**src/hdl/two_stack_cursor_list_defines.svh**
```systemverilog
// Assertion macros shared by the cursor list modules.
`ifndef TWO_STACK_CURSOR_LIST_DEFINES_SVH
`define TWO_STACK_CURSOR_LIST_DEFINES_SVH

// Invariant that holds at every clock edge outside reset.
`define TSCL_ASSERT_ALWAYS(lbl, expr, msg) \
  lbl: assert property (@(posedge clk) disable iff (rst) (expr)) \
    else $error(msg);

// Consequent holds in the same cycle as the antecedent.
`define TSCL_ASSERT_IMPLIES(lbl, ante, cons, msg) \
  lbl: assert property (@(posedge clk) disable iff (rst) (ante) |-> (cons)) \
    else $error(msg);

// Consequent holds in the cycle after the antecedent.
`define TSCL_ASSERT_NEXT(lbl, ante, cons, msg) \
  lbl: assert property (@(posedge clk) disable iff (rst) (ante) |=> (cons)) \
    else $error(msg);

`endif

```
**src/hdl/tscl_pkg.sv**
```systemverilog
// Types, codes and widths shared by the cursor list modules.
package tscl_pkg;

  localparam int DEPTH_DEF = 64;

  localparam int CMD_W    = 3;
  localparam int VAL_W    = 16;
  localparam int SIZE_W   = 7;
  localparam int S_USER_W = 3;
  localparam int S_DATA_W = 16;
  localparam int M_DATA_W = 40;
  localparam int M_PAD_W  = M_DATA_W - (VAL_W + 1 + 1 + SIZE_W + SIZE_W + 1);

  // Command codes carried in the input transaction
  localparam logic [CMD_W-1:0] CMD_INSERT      = 3'd0;
  localparam logic [CMD_W-1:0] CMD_SHIFT_LEFT  = 3'd1;
  localparam logic [CMD_W-1:0] CMD_SHIFT_RIGHT = 3'd2;
  localparam logic [CMD_W-1:0] CMD_DELETE      = 3'd3;

  typedef enum logic [0:0] {
    ST_IDLE,
    ST_FIN
  } state_t;

  // Resolved operation, after checking the stack counts
  typedef enum logic [2:0] {
    OP_NONE,
    OP_INSERT,
    OP_REJECT,
    OP_SHL,
    OP_SHR,
    OP_POP,
    OP_CLEAR,
    OP_REFILL
  } op_t;

  typedef struct packed {
    logic start;
    op_t  op;
    logic finish;
  } dp_cmd_t;

  typedef struct packed {
    logic lp_zero;
    logic rp_zero;
    logic rp_one;
    logic full;
  } dp_stat_t;

endpackage

```
**src/hdl/tscl_ctrl.sv**
```systemverilog
// Controller: handshakes, command decode and sequencing of one item.
`include "two_stack_cursor_list_defines.svh"

module tscl_ctrl (
  input  logic                            clk,
  input  logic                            rst,
  input  logic                            s_tvalid,
  output logic                            s_tready,
  input  logic [tscl_pkg::CMD_W-1:0]      command,
  output logic                            m_tvalid,
  input  logic                            m_tready,
  input  tscl_pkg::dp_stat_t              stat,
  output tscl_pkg::dp_cmd_t               cmd
);
  import tscl_pkg::*;

  state_t state;
  state_t state_next;
  logic   m_tvalid_next;
  logic   out_free;
  op_t    op_dec;

  assign out_free = !m_tvalid || m_tready;

  // Resolve the command against the current stack counts
  always_comb begin
    case (command)
      CMD_INSERT: begin
        op_dec = stat.full ? OP_REJECT : OP_INSERT;
      end
      CMD_SHIFT_LEFT: begin
        op_dec = stat.rp_zero ? OP_NONE : OP_SHL;
      end
      CMD_SHIFT_RIGHT: begin
        op_dec = stat.lp_zero ? OP_NONE : OP_SHR;
      end
      CMD_DELETE: begin
        if (stat.rp_zero || stat.rp_one) begin
          if (!stat.lp_zero) begin
            op_dec = OP_REFILL;
          end else begin
            op_dec = stat.rp_one ? OP_CLEAR : OP_NONE;
          end
        end else begin
          op_dec = OP_POP;
        end
      end
      default: begin
        op_dec = OP_NONE;
      end
    endcase
  end

  // Next state
  always_comb begin
    case (state)
      ST_IDLE: begin
        state_next = s_tvalid ? ST_FIN : ST_IDLE;
      end
      ST_FIN: begin
        state_next = out_free ? ST_IDLE : ST_FIN;
      end
      default: begin
        state_next = ST_IDLE;
      end
    endcase
  end

  // Outputs
  always_comb begin
    s_tready   = 1'b0;
    cmd.start  = 1'b0;
    cmd.op     = op_dec;
    cmd.finish = 1'b0;
    case (state)
      ST_IDLE: begin
        s_tready  = 1'b1;
        cmd.start = s_tvalid;
      end
      ST_FIN: begin
        cmd.finish = out_free;
      end
      default: begin
        s_tready = 1'b0;
      end
    endcase
  end

  // Hold the result valid until the downstream side takes it
  always_comb begin
    if (cmd.finish) begin
      m_tvalid_next = 1'b1;
    end else if (m_tready) begin
      m_tvalid_next = 1'b0;
    end else begin
      m_tvalid_next = m_tvalid;
    end
  end

  always_ff @(posedge clk) begin
    if (rst) begin
      state    <= ST_IDLE;
      m_tvalid <= 1'b0;
    end else begin
      state    <= state_next;
      m_tvalid <= m_tvalid_next;
    end
  end

  `TSCL_ASSERT_NEXT(a_accept_enters_fin, s_tvalid && s_tready, state == ST_FIN, "accept did not enter finish")
  `TSCL_ASSERT_NEXT(a_finish_sets_valid, cmd.finish, m_tvalid, "finished result not presented")
  `TSCL_ASSERT_IMPLIES(a_no_start_in_fin, state == ST_FIN, !cmd.start && !s_tready, "start while item in flight")

endmodule

```
**src/hdl/tscl_dpath.sv**
```systemverilog
// Datapath: stack memories, counts, cached top and result register.
`include "two_stack_cursor_list_defines.svh"

module tscl_dpath #(
  parameter int DEPTH = tscl_pkg::DEPTH_DEF
) (
  input  logic                            clk,
  input  logic                            rst,
  input  logic [tscl_pkg::VAL_W-1:0]      car_value,
  input  tscl_pkg::dp_cmd_t               cmd,
  output tscl_pkg::dp_stat_t              stat,
  output logic [tscl_pkg::M_DATA_W-1:0]   m_tdata
);
  import tscl_pkg::*;

  localparam int PW = $clog2(DEPTH + 1);
  localparam int AW = (DEPTH > 1) ? $clog2(DEPTH) : 1;
  localparam logic [PW:0] DEPTH_T = (PW + 1)'(DEPTH);

  logic [VAL_W-1:0] lmem [DEPTH];
  logic [VAL_W-1:0] rmem [DEPTH];

  logic [PW-1:0]    lp, lp_next;
  logic [PW-1:0]    rp, rp_next;
  logic [VAL_W-1:0] top, top_next;
  op_t              pend_op;

  logic [PW-1:0]    lp_m1, rp_m1, rp_m2;
  logic [PW:0]      total;

  logic             l_we, l_re, r_we, r_re;
  logic [AW-1:0]    l_waddr, l_raddr, r_waddr, r_raddr;
  logic [VAL_W-1:0] l_wdata, r_wdata;
  logic [VAL_W-1:0] l_rdata, r_rdata;

  logic [PW+SIZE_W-1:0] lp_ext, rp_ext;

  logic [VAL_W-1:0]  out_value;
  logic              out_present;
  logic              out_empty;
  logic [SIZE_W-1:0] out_left;
  logic [SIZE_W-1:0] out_right;
  logic              out_rejected;

  assign lp_m1 = lp - PW'(1);
  assign rp_m1 = rp - PW'(1);
  assign rp_m2 = rp - PW'(2);
  assign total = {1'b0, lp} + {1'b0, rp};

  // Report counts to the controller
  assign stat.lp_zero = (lp == '0);
  assign stat.rp_zero = (rp == '0);
  assign stat.rp_one  = (rp == PW'(1));
  assign stat.full    = (total >= DEPTH_T);

  // Pointer moves and memory ports for the start and finish cycles
  always_comb begin
    lp_next  = lp;
    rp_next  = rp;
    top_next = top;
    l_we     = 1'b0;
    l_re     = 1'b0;
    r_we     = 1'b0;
    r_re     = 1'b0;
    l_waddr  = lp[AW-1:0];
    l_wdata  = top;
    l_raddr  = lp_m1[AW-1:0];
    r_waddr  = rp[AW-1:0];
    r_wdata  = car_value;
    r_raddr  = rp_m2[AW-1:0];
    if (cmd.start) begin
      case (cmd.op)
        OP_INSERT: begin
          r_we     = 1'b1;
          rp_next  = rp + PW'(1);
          top_next = car_value;
        end
        OP_SHL: begin
          l_we    = 1'b1;
          r_re    = 1'b1;
          lp_next = lp + PW'(1);
          rp_next = rp_m1;
        end
        OP_SHR: begin
          l_re    = 1'b1;
          lp_next = lp_m1;
          rp_next = rp + PW'(1);
        end
        OP_POP: begin
          r_re    = 1'b1;
          rp_next = rp_m1;
        end
        OP_CLEAR: begin
          rp_next = '0;
        end
        OP_REFILL: begin
          l_re    = 1'b1;
          lp_next = lp_m1;
          rp_next = PW'(1);
        end
        default: begin
          rp_next = rp;
        end
      endcase
    end
    if (cmd.finish) begin
      case (pend_op)
        OP_SHL, OP_POP: begin
          top_next = r_rdata;
        end
        OP_SHR, OP_REFILL: begin
          // Land the element pulled from the left stack on the right top
          r_we     = 1'b1;
          r_waddr  = rp_m1[AW-1:0];
          r_wdata  = l_rdata;
          top_next = l_rdata;
        end
        default: begin
          top_next = top;
        end
      endcase
    end
  end

  // Left stack memory
  always_ff @(posedge clk) begin
    if (l_we) begin
      lmem[l_waddr] <= l_wdata;
    end
    if (l_re) begin
      l_rdata <= lmem[l_raddr];
    end
  end

  // Right stack memory
  always_ff @(posedge clk) begin
    if (r_we) begin
      rmem[r_waddr] <= r_wdata;
    end
    if (r_re) begin
      r_rdata <= rmem[r_raddr];
    end
  end

  // Counts and pending operation
  always_ff @(posedge clk) begin
    if (rst) begin
      lp      <= '0;
      rp      <= '0;
      pend_op <= OP_NONE;
    end else begin
      lp <= lp_next;
      rp <= rp_next;
      if (cmd.start) begin
        pend_op <= cmd.op;
      end
    end
  end

  always_ff @(posedge clk) begin
    top <= top_next;
  end

  assign lp_ext = {{SIZE_W{1'b0}}, lp};
  assign rp_ext = {{SIZE_W{1'b0}}, rp};

  // Capture the result once the item is done
  always_ff @(posedge clk) begin
    if (cmd.finish) begin
      out_value    <= (rp != '0) ? top_next : '0;
      out_present  <= (rp != '0);
      out_empty    <= (lp == '0) && (rp == '0);
      out_left     <= lp_ext[SIZE_W-1:0];
      out_right    <= rp_ext[SIZE_W-1:0];
      out_rejected <= (pend_op == OP_REJECT);
    end
  end

  assign m_tdata = {{M_PAD_W{1'b0}}, out_rejected, out_right, out_left,
                    out_empty, out_present, out_value};

  `TSCL_ASSERT_ALWAYS(a_total_bounded, total <= DEPTH_T, "element count exceeds depth")
  `TSCL_ASSERT_NEXT(a_insert_grows, cmd.start && (cmd.op == OP_INSERT), rp == $past(rp) + PW'(1), "insert did not push")
  `TSCL_ASSERT_NEXT(a_present_tracks, cmd.finish, out_present == (rp != '0), "present flag disagrees with count")

endmodule

```
**src/hdl/two_stack_cursor_list.sv**
```systemverilog
// Top level of the two-stack cursor list.
//
// Input channel s_*: one transaction per command. s_tuser carries the command
// (insert, shift left, shift right, delete, observe) and s_tdata the value
// to insert. Output channel m_*: one result transaction per command with the
// active value, present and empty flags, both stack sizes and the reject flag.
// Each command runs through an accept cycle and then a finish cycle: the accept
// cycle resolves the command, moves the counts and issues at most one stack
// memory read; the finish cycle takes the registered read data, writes an
// element moved from the left stack to the right stack and loads the result
// register. The single registered read port per stack sets this order: the
// block takes no new command before the last one has finished. A new command
// is taken while the previous result still waits in the output register; if
// the receiver holds m_tready low, the next item stops in its finish cycle
// until the register frees.
// Reset clears both counts and the handshake state; the stack memories are
// not cleared, as no entry is read before it is written.
module two_stack_cursor_list #(
  parameter int DEPTH = tscl_pkg::DEPTH_DEF
) (
  input  logic                               clk,
  input  logic                               rst,
  input  logic                               s_tvalid,
  output logic                               s_tready,
  input  logic [tscl_pkg::S_DATA_W-1:0]      s_tdata,  // [15:0] car_value
  input  logic [tscl_pkg::S_USER_W-1:0]      s_tuser,  // [2:0] command
  output logic                               m_tvalid,
  input  logic                               m_tready,
  // [15:0] active_value, [16] active_present, [17] list_empty,
  // [24:18] left_size, [31:25] right_size, [32] rejected, [39:33] zero
  output logic [tscl_pkg::M_DATA_W-1:0]      m_tdata
);
  import tscl_pkg::*;

  dp_cmd_t  dcmd;
  dp_stat_t dstat;

  tscl_ctrl u_ctrl (
    .clk      (clk),
    .rst      (rst),
    .s_tvalid (s_tvalid),
    .s_tready (s_tready),
    .command  (s_tuser[CMD_W-1:0]),
    .m_tvalid (m_tvalid),
    .m_tready (m_tready),
    .stat     (dstat),
    .cmd      (dcmd)
  );

  tscl_dpath #(
    .DEPTH (DEPTH)
  ) u_dpath (
    .clk       (clk),
    .rst       (rst),
    .car_value (s_tdata[VAL_W-1:0]),
    .cmd       (dcmd),
    .stat      (dstat),
    .m_tdata   (m_tdata)
  );

endmodule

```
**config.mk**
```make
export PLATFORM = sky130hd
export DESIGN_NAME = two_stack_cursor_list
export DESIGN_NICKNAME = d
export VERILOG_FILES = /design/src/hdl/tscl_pkg.sv /design/src/hdl/tscl_ctrl.sv /design/src/hdl/tscl_dpath.sv /design/src/hdl/two_stack_cursor_list.sv
export VERILOG_INCLUDE_DIRS = /design/src /design/src/hdl
export SDC_FILE = /design/constraint.sdc
export NUM_CORES = 2
export LEC_CHECK = 0
export ABC_AREA = 1
export BUFFER_PORTS_ARGS = -buffer_cell sky130_fd_sc_hd__buf_4
export CELL_PAD_IN_SITES_DETAIL_PLACEMENT = 0
export CELL_PAD_IN_SITES_GLOBAL_PLACEMENT = 2
export CORE_MARGIN = 2
export CORE_UTILIZATION = 47
export DETAILED_ROUTE_END_ITERATION = 16
export GPL_ROUTABILITY_DRIVEN = 0
export PLACE_DENSITY_LB_ADDON = 0.1
export SKIP_CTS_REPAIR_TIMING = 1
export SYNTH_ARGS = -nofsm -noshare
export SYNTH_HDL_FRONTEND = slang
export SYNTH_HIERARCHICAL = 1
export SYNTH_SLANG_ARGS = --single-unit
export TNS_END_PERCENT = 100
```
**constraint.sdc**
```tcl
create_clock -name clk -period 10.3 [get_ports clk]
set_input_delay 1.03 -clock clk [delete_from_list [all_inputs] [get_ports clk]]
set_output_delay 1.03 -clock clk [all_outputs]
set_load 0.05 [all_outputs]
```
# Word level (Yosys, flattened, before mapping)
# Memories as Yosys holds them, arrays and structs flattened. A register that Yosys moved wholly into a read port is not among the register bits.
# Index checks and enable logic that the tools add are counted.
# Widths: inputs -> output; s select.
word_totals:
  ff_bits: 68
  out_inout_bits: 42
  ramBits: 2048
  inputBits: 23
  n_memories: 2
mem_list:
  columns: ["memory", "depth", "width", "read_ports", "rd_clocked_by_memory_dff", "wr", "line", "text"]
  rows:
  - ["u_dpath.lmem", 64, 16, 1, 1, 1, "tscl_dpath.sv:20", "logic [VAL_W-1:0] lmem [DEPTH];"]
  - ["u_dpath.rmem", 64, 16, 1, 1, 1, "tscl_dpath.sv:21", "logic [VAL_W-1:0] rmem [DEPTH];"]
op_classes:
  bitwise: 1
  eq_ne: 15
  n_mux: 39
  magnitude_cmp: 1
  addsub: 6
  n_reduce_logical: 18
ops:
  columns: ["op", "n"]
  rows:
  - ["$mux 16", 5]
  - ["$pmux 16 s2", 1]
  - ["$pmux 7 s4", 1]
  - ["$eq 3x3->1 const B", 7]
  - ["$mux 1", 21]
  - ["$eq 3x2->1 const B", 5]
  - ["$add 7x1->7 const B", 2]
  - ["$logic_not 7->1", 2]
  - ["$pmux 7 s2", 1]
  - ["$sub 7x1->7 const B", 2]
  - ["$mux 3", 4]
  - ["$mux 6", 2]
  - ["$pmux 3 s4", 1]
  - ["$reduce_or 2->1", 5]
  - ["$add 7x7->8", 1]
  - ["$ge 8x7->1 const B", 1]
  - ["$eq 7x1->1 const B", 1]
  - ["$reduce_bool 7->1", 1]
  - ["$eq 3x1->1 const B", 2]
  - ["$sub 6x2->6 const B", 1]
  - ["$mux 2", 2]
  - ["$reduce_and 2->1", 2]
  - ["$reduce_bool 2->1", 2]
  - ["$reduce_bool 4->1", 1]
  - ["6 further kinds", 7]

# Longest topological paths before layout
depth:
  depth_word: 12
  depth_mapped: 24

# Hierarchy
# Netlist, hierarchy kept.
modules_own_cells:
  columns: ["mod", "area_each_um2", "seq_area_each_um2", "instances", "cells_each"]
  rows:
  - ["tscl_dpath", 89052.9, 64111.5, 1, 7948]
  - ["tscl_ctrl", 188.9, 40.0, 1, 31]

# Worst setup path after synthesis
# OpenSTA, ideal clock, no wires.
synth_timing:
  path_type: "in2reg"
  startpoint: "input m_tready"
  endpoint: "memory u_dpath.rmem[0][15], data pin"
  arrival_ns: 4.492
  path_buffers: 3
  path_slack_ns: 5.106
  setup_time_ns: 0.702
  t_required_ns: 9.598
  path_stages: 8
  path_cell_list: "inv_1 -> a21oi_2 -> buf_4 -> inv_1 -> nor2_4 -> buf_4 -> buf_4 -> o21ai_0"
synth_rtl:
  columns: ["element", "line", "text"]
  rows:
  - ["start: declaration", "two_stack_cursor_list.sv:28", "input logic m_tready,"]
  - ["end: declaration", "tscl_dpath.sv:21", null]

==> flow_summary.json <==
{
  "syn_area_sq_um": 89200,
  "via_count": 58623,
  "synth_top_cell_area_share_pct": 71.1,
  "maxCapViolCount": 0,
  "die_y_um": 440,
  "post_synthesis_to_final_layout_area_growth_pct": 11.1,
  "placed_cell_area_sq_um": 92300,
  "globalRouteMet1Util_pct": 39.2,
  "yosys_register_bits": 2148,
  "timing.critical_path.slowest_cell_delay_ps": 1090,
  "crit_family": "simple AND/OR/NAND/NOR gates",
  "post_drt_wl_per_cell_um": 24.8,
  "synth_seq_area_share_pct": 71.9,
  "setup_viol_count_final": 0,
  "gr-total-overflow": 0,
  "design.die.area_sq_um": 193000,
  "layout-drive-gt1-share_pct": 8.23,
  "ctsLongestPathBuffers": 3,
  "max_freq_mhz": 164,
  "crit_path_end_kind": "register",
  "tightest_slew_ps": 1370,
  "synth_warnings": 6,
  "maximum_fanout_count_along_the_critical_path": 142,
  "drtAntennaViolNets": 0,
  "grtUsageTotal_pct": 27.1,
  "global_route_wire_length_before_repair_mm": 380,
  "place_ws_ps": 4120,
  "timing.final.crit_share_pct": 59.2,
  "post_synth_main_area_contributors": "sky130_fd_sc_hd__edfxtp_1 (71%), sky130_fd_sc_hd__nand2_1 (12%), sky130_fd_sc_hd__nand3_1 (8.7%), sky130_fd_sc_hd__inv_1 (1.5%), sky130_fd_sc_hd__buf_2 (1.5%)",
  "hold_viol": 0,
  "max_slew_margin_pct": 8.52,
  "cts_made_buffers": 219,
  "power_leakage_nw": 37.0,
  "timing.critical_path.from_type": "register",
  "grt.busiest_layer": "met2",
  "number_of_nets_at_the_end_of_the_flow": 8017,
  "worst_path_max_delay_cell": "sky130_fd_sc_hd__nor2_1",
  "final-max-slew-violation-count": 0,
  "worstPathRequired_ps": 10770,
  "wl_mm": 265,
  "synth_top_cell_by_area": "sky130_fd_sc_hd__edfxtp_1",
  "setup_ws_ps": 4200,
  "vias_per_cell": 5.50,
  "worstHoldPathType": "in2reg",
  "final_design_area_no_fill_sq_um": 99200,
  "initial_core_util_pct": 47.4,
  "postSynthCellCount": 7979,
  "timing.setup.tns_ps": 0,
  "timing.clock.skew_ps": 29.4,
  "crit_type": "reg2reg",
  "crit_top_cell": "sky130_fd_sc_hd__nand2_1",
  "root_buffer": "sky130_fd_sc_hd__clkbuf_16",
  "design.core.area_sq_um": 188000,
  "grt.met3_usage_pct": 4.22,
  "fp-row-count": 159,
  "clkLatencyLatePin_ps": 850,
  "top_level_ports": 65,
  "die_x_um": 440,
  "maximum_number_of_pins_on_one_net_before_global_route_repair": 193,
  "clkTransAtPathRegs_ps": 60,
  "detail_route.iter0.violations": 6436,
  "cellPowerDensity_nw_per_um2": 218,
  "timing.final.crit_period_ps": 6100,
  "yosys.cell_types.count": 44,
  "antenna_found_initial": 18,
  "post_synth.cell_area_avg_sq_um": 11.2,
  "grt_pass1_vias": 54798,
  "num-fill-cells": 16577,
  "cts.sink_count": 2148,
  "firstDrtPassIters": 8,
  "portBuffers": 57,
  "rsz0062_at_grt": "false",
  "most-common-layout-cells": "sky130_fd_sc_hd__nand2_1 (2,795), sky130_fd_sc_hd__edfxtp_1 (2,113), sky130_fd_sc_hd__nand3_1 (1,549)",
  "critical_path_buf_inv_count": 5,
  "status": "complete, no violations",
  "power.ir.vdd_worst_v": 0.000198,
  "grt_use_met2_pct": 42.6,
  "final_common_cell": "sky130_fd_sc_hd__nand2_1",
  "path_cells": "inv_8 -> ha_1 -> nand4_1 -> clkinv_1 -> o21ai_0 -> nand2_1 -> nand3_1 -> nand2_1 -> inv_1 -> nand2_1 -> buf_4 -> inv_1 -> nor2_2 -> nor2_2 -> nand2_2 -> nor2_1",
  "route.detailed.drc": 0,
  "worstPathArrival_ps": 6570,
  "cts-htree-levels": 4,
  "post-dp-hpwl_mm": 152,
  "tritoncts": "built"
}
worst reg2reg max path: stages (launching register included):
cell	delay, ps
sky130_fd_sc_hd__dfxtp_4	820
sky130_fd_sc_hd__inv_8	410
sky130_fd_sc_hd__ha_1	380
sky130_fd_sc_hd__nand4_1	180
sky130_fd_sc_hd__clkinv_1	640
sky130_fd_sc_hd__o21ai_0	440
sky130_fd_sc_hd__nand2_1	90
sky130_fd_sc_hd__nand3_1	150
sky130_fd_sc_hd__nand2_1	160
sky130_fd_sc_hd__inv_1	110
sky130_fd_sc_hd__nand2_1	60
sky130_fd_sc_hd__buf_4	230
sky130_fd_sc_hd__inv_1	150
sky130_fd_sc_hd__nor2_2	70
sky130_fd_sc_hd__nor2_2	270
sky130_fd_sc_hd__nand2_2	470
sky130_fd_sc_hd__nor2_1	1110
flip-flops by register name (all words and copies together), names as in the netlist, 3 cells and up:
register           count
u_dpath/lmem        1024
u_dpath/l_wdata       16
u_dpath/out_value     16
u_dpath/l_rdata       16
u_dpath/rmem        1024
u_dpath/out_left       7
u_dpath/pend_op        3
u_dpath/r_rdata       16
u_dpath/out_right      7
u_dpath/lp             7
u_dpath/rp             7
cell usage after synthesis (all sizes together):
cell     count
edfxtp    2113
fa           1
o211ai      16
nor4         1
o21bai       3
a31oi        1
clkbuf     121
nor2       335
nor3b        1
xor2        10
o2111ai      1
inv        373
o21ai      133
nand2     2825
dfxtp       35
nand3     1557
nor3         6
nand4        6
conb         1
buf        354
nand3b       3
a21oi       47
o221ai       1
xnor2        2
o31ai        1
ha          16
o22ai       15
clkinv       1
logic make-up (layout without fill, tap and decap cells):
kind of cell               Yosys count  count (layout)  share of synthesized area, %
and+or+nand+nor                   4734            4734                          22.3
adders and majority gates           17              17                         0.247
xor gates and xnor gates            12              12                         0.143
DFF                               2148            2148                          71.9
other                                1              13                       0.00420
buffers and inverters              849            1028                          4.09
AOI/OAI and AO/OA                  218             218                          1.36
area by class of cell:
type                    count  area, sq um  share of cell area (%)
diodes                      6         15.0                  0.0151
clock buffers             284         5940                    5.99
clock inverters           124          926                   0.934
inverters                 374         1440                    1.45
multi-input cells        4988        21600                    21.8
flip-flops and latches   2148        64200                    64.7
well taps                2495         3120                    3.15
repair buffers            246         1910                    1.93
worst paths after layout:
kind / from / end / slack (ps) / cells past startpoint
setup reg to reg: u_dpath/rp[0]$_SDFFE_PP0P_ / u_dpath/rmem[16][10]$_DFFE_PP_ / 4200 / 16
setup / recovery: u_dpath/rp[0]$_SDFFE_PP0P_ / u_dpath/rmem[16][10]$_DFFE_PP_ / 4200 / 16
hold / removal: s_tvalid / u_ctrl/state$_SDFF_PP0_ / 460 / 3
hold reg to reg: u_ctrl/state$_SDFF_PP0_ / u_ctrl/state$_SDFF_PP0_ / 520 / 2
power breakdown:
group | switching (mW) | internal [mW] | leakage, nW
Clock | 3.30 | 4.34 | 3.37
Combinational | 2.78 | 0.665 | 14.3
Sequential | 0.181 | 10.4 | 19.4
layer usage:
| layer | wire length [um] | vias up |
|---|---|---|
| li1 | - | 27356 |
| met1 | 116000 | 28903 |
| met2 | 123000 | 2023 |
| met3 | 18600 | 339 |
| met4 | 7030 | 2 |
| met5 | 13 | - |
stage by stage:
step / hold WS (ps) / instances / util [%] / power, mW
2_1_floorplan: 429 / 7985 / - / 12.5
3_3_place_gp: 501 / 10250 / 49.0 / 14.1
3_5_place_dp: 509 / 10250 / 49.0 / 14.2
4_1_cts: 391 / 10658 / 52.7 / 21.8
5_1_grt: 448 / 10662 / 52.7 / 22.3
6_report: 463 / 10665 / 52.7 / 21.6
(Power assumes the default switching activity.)
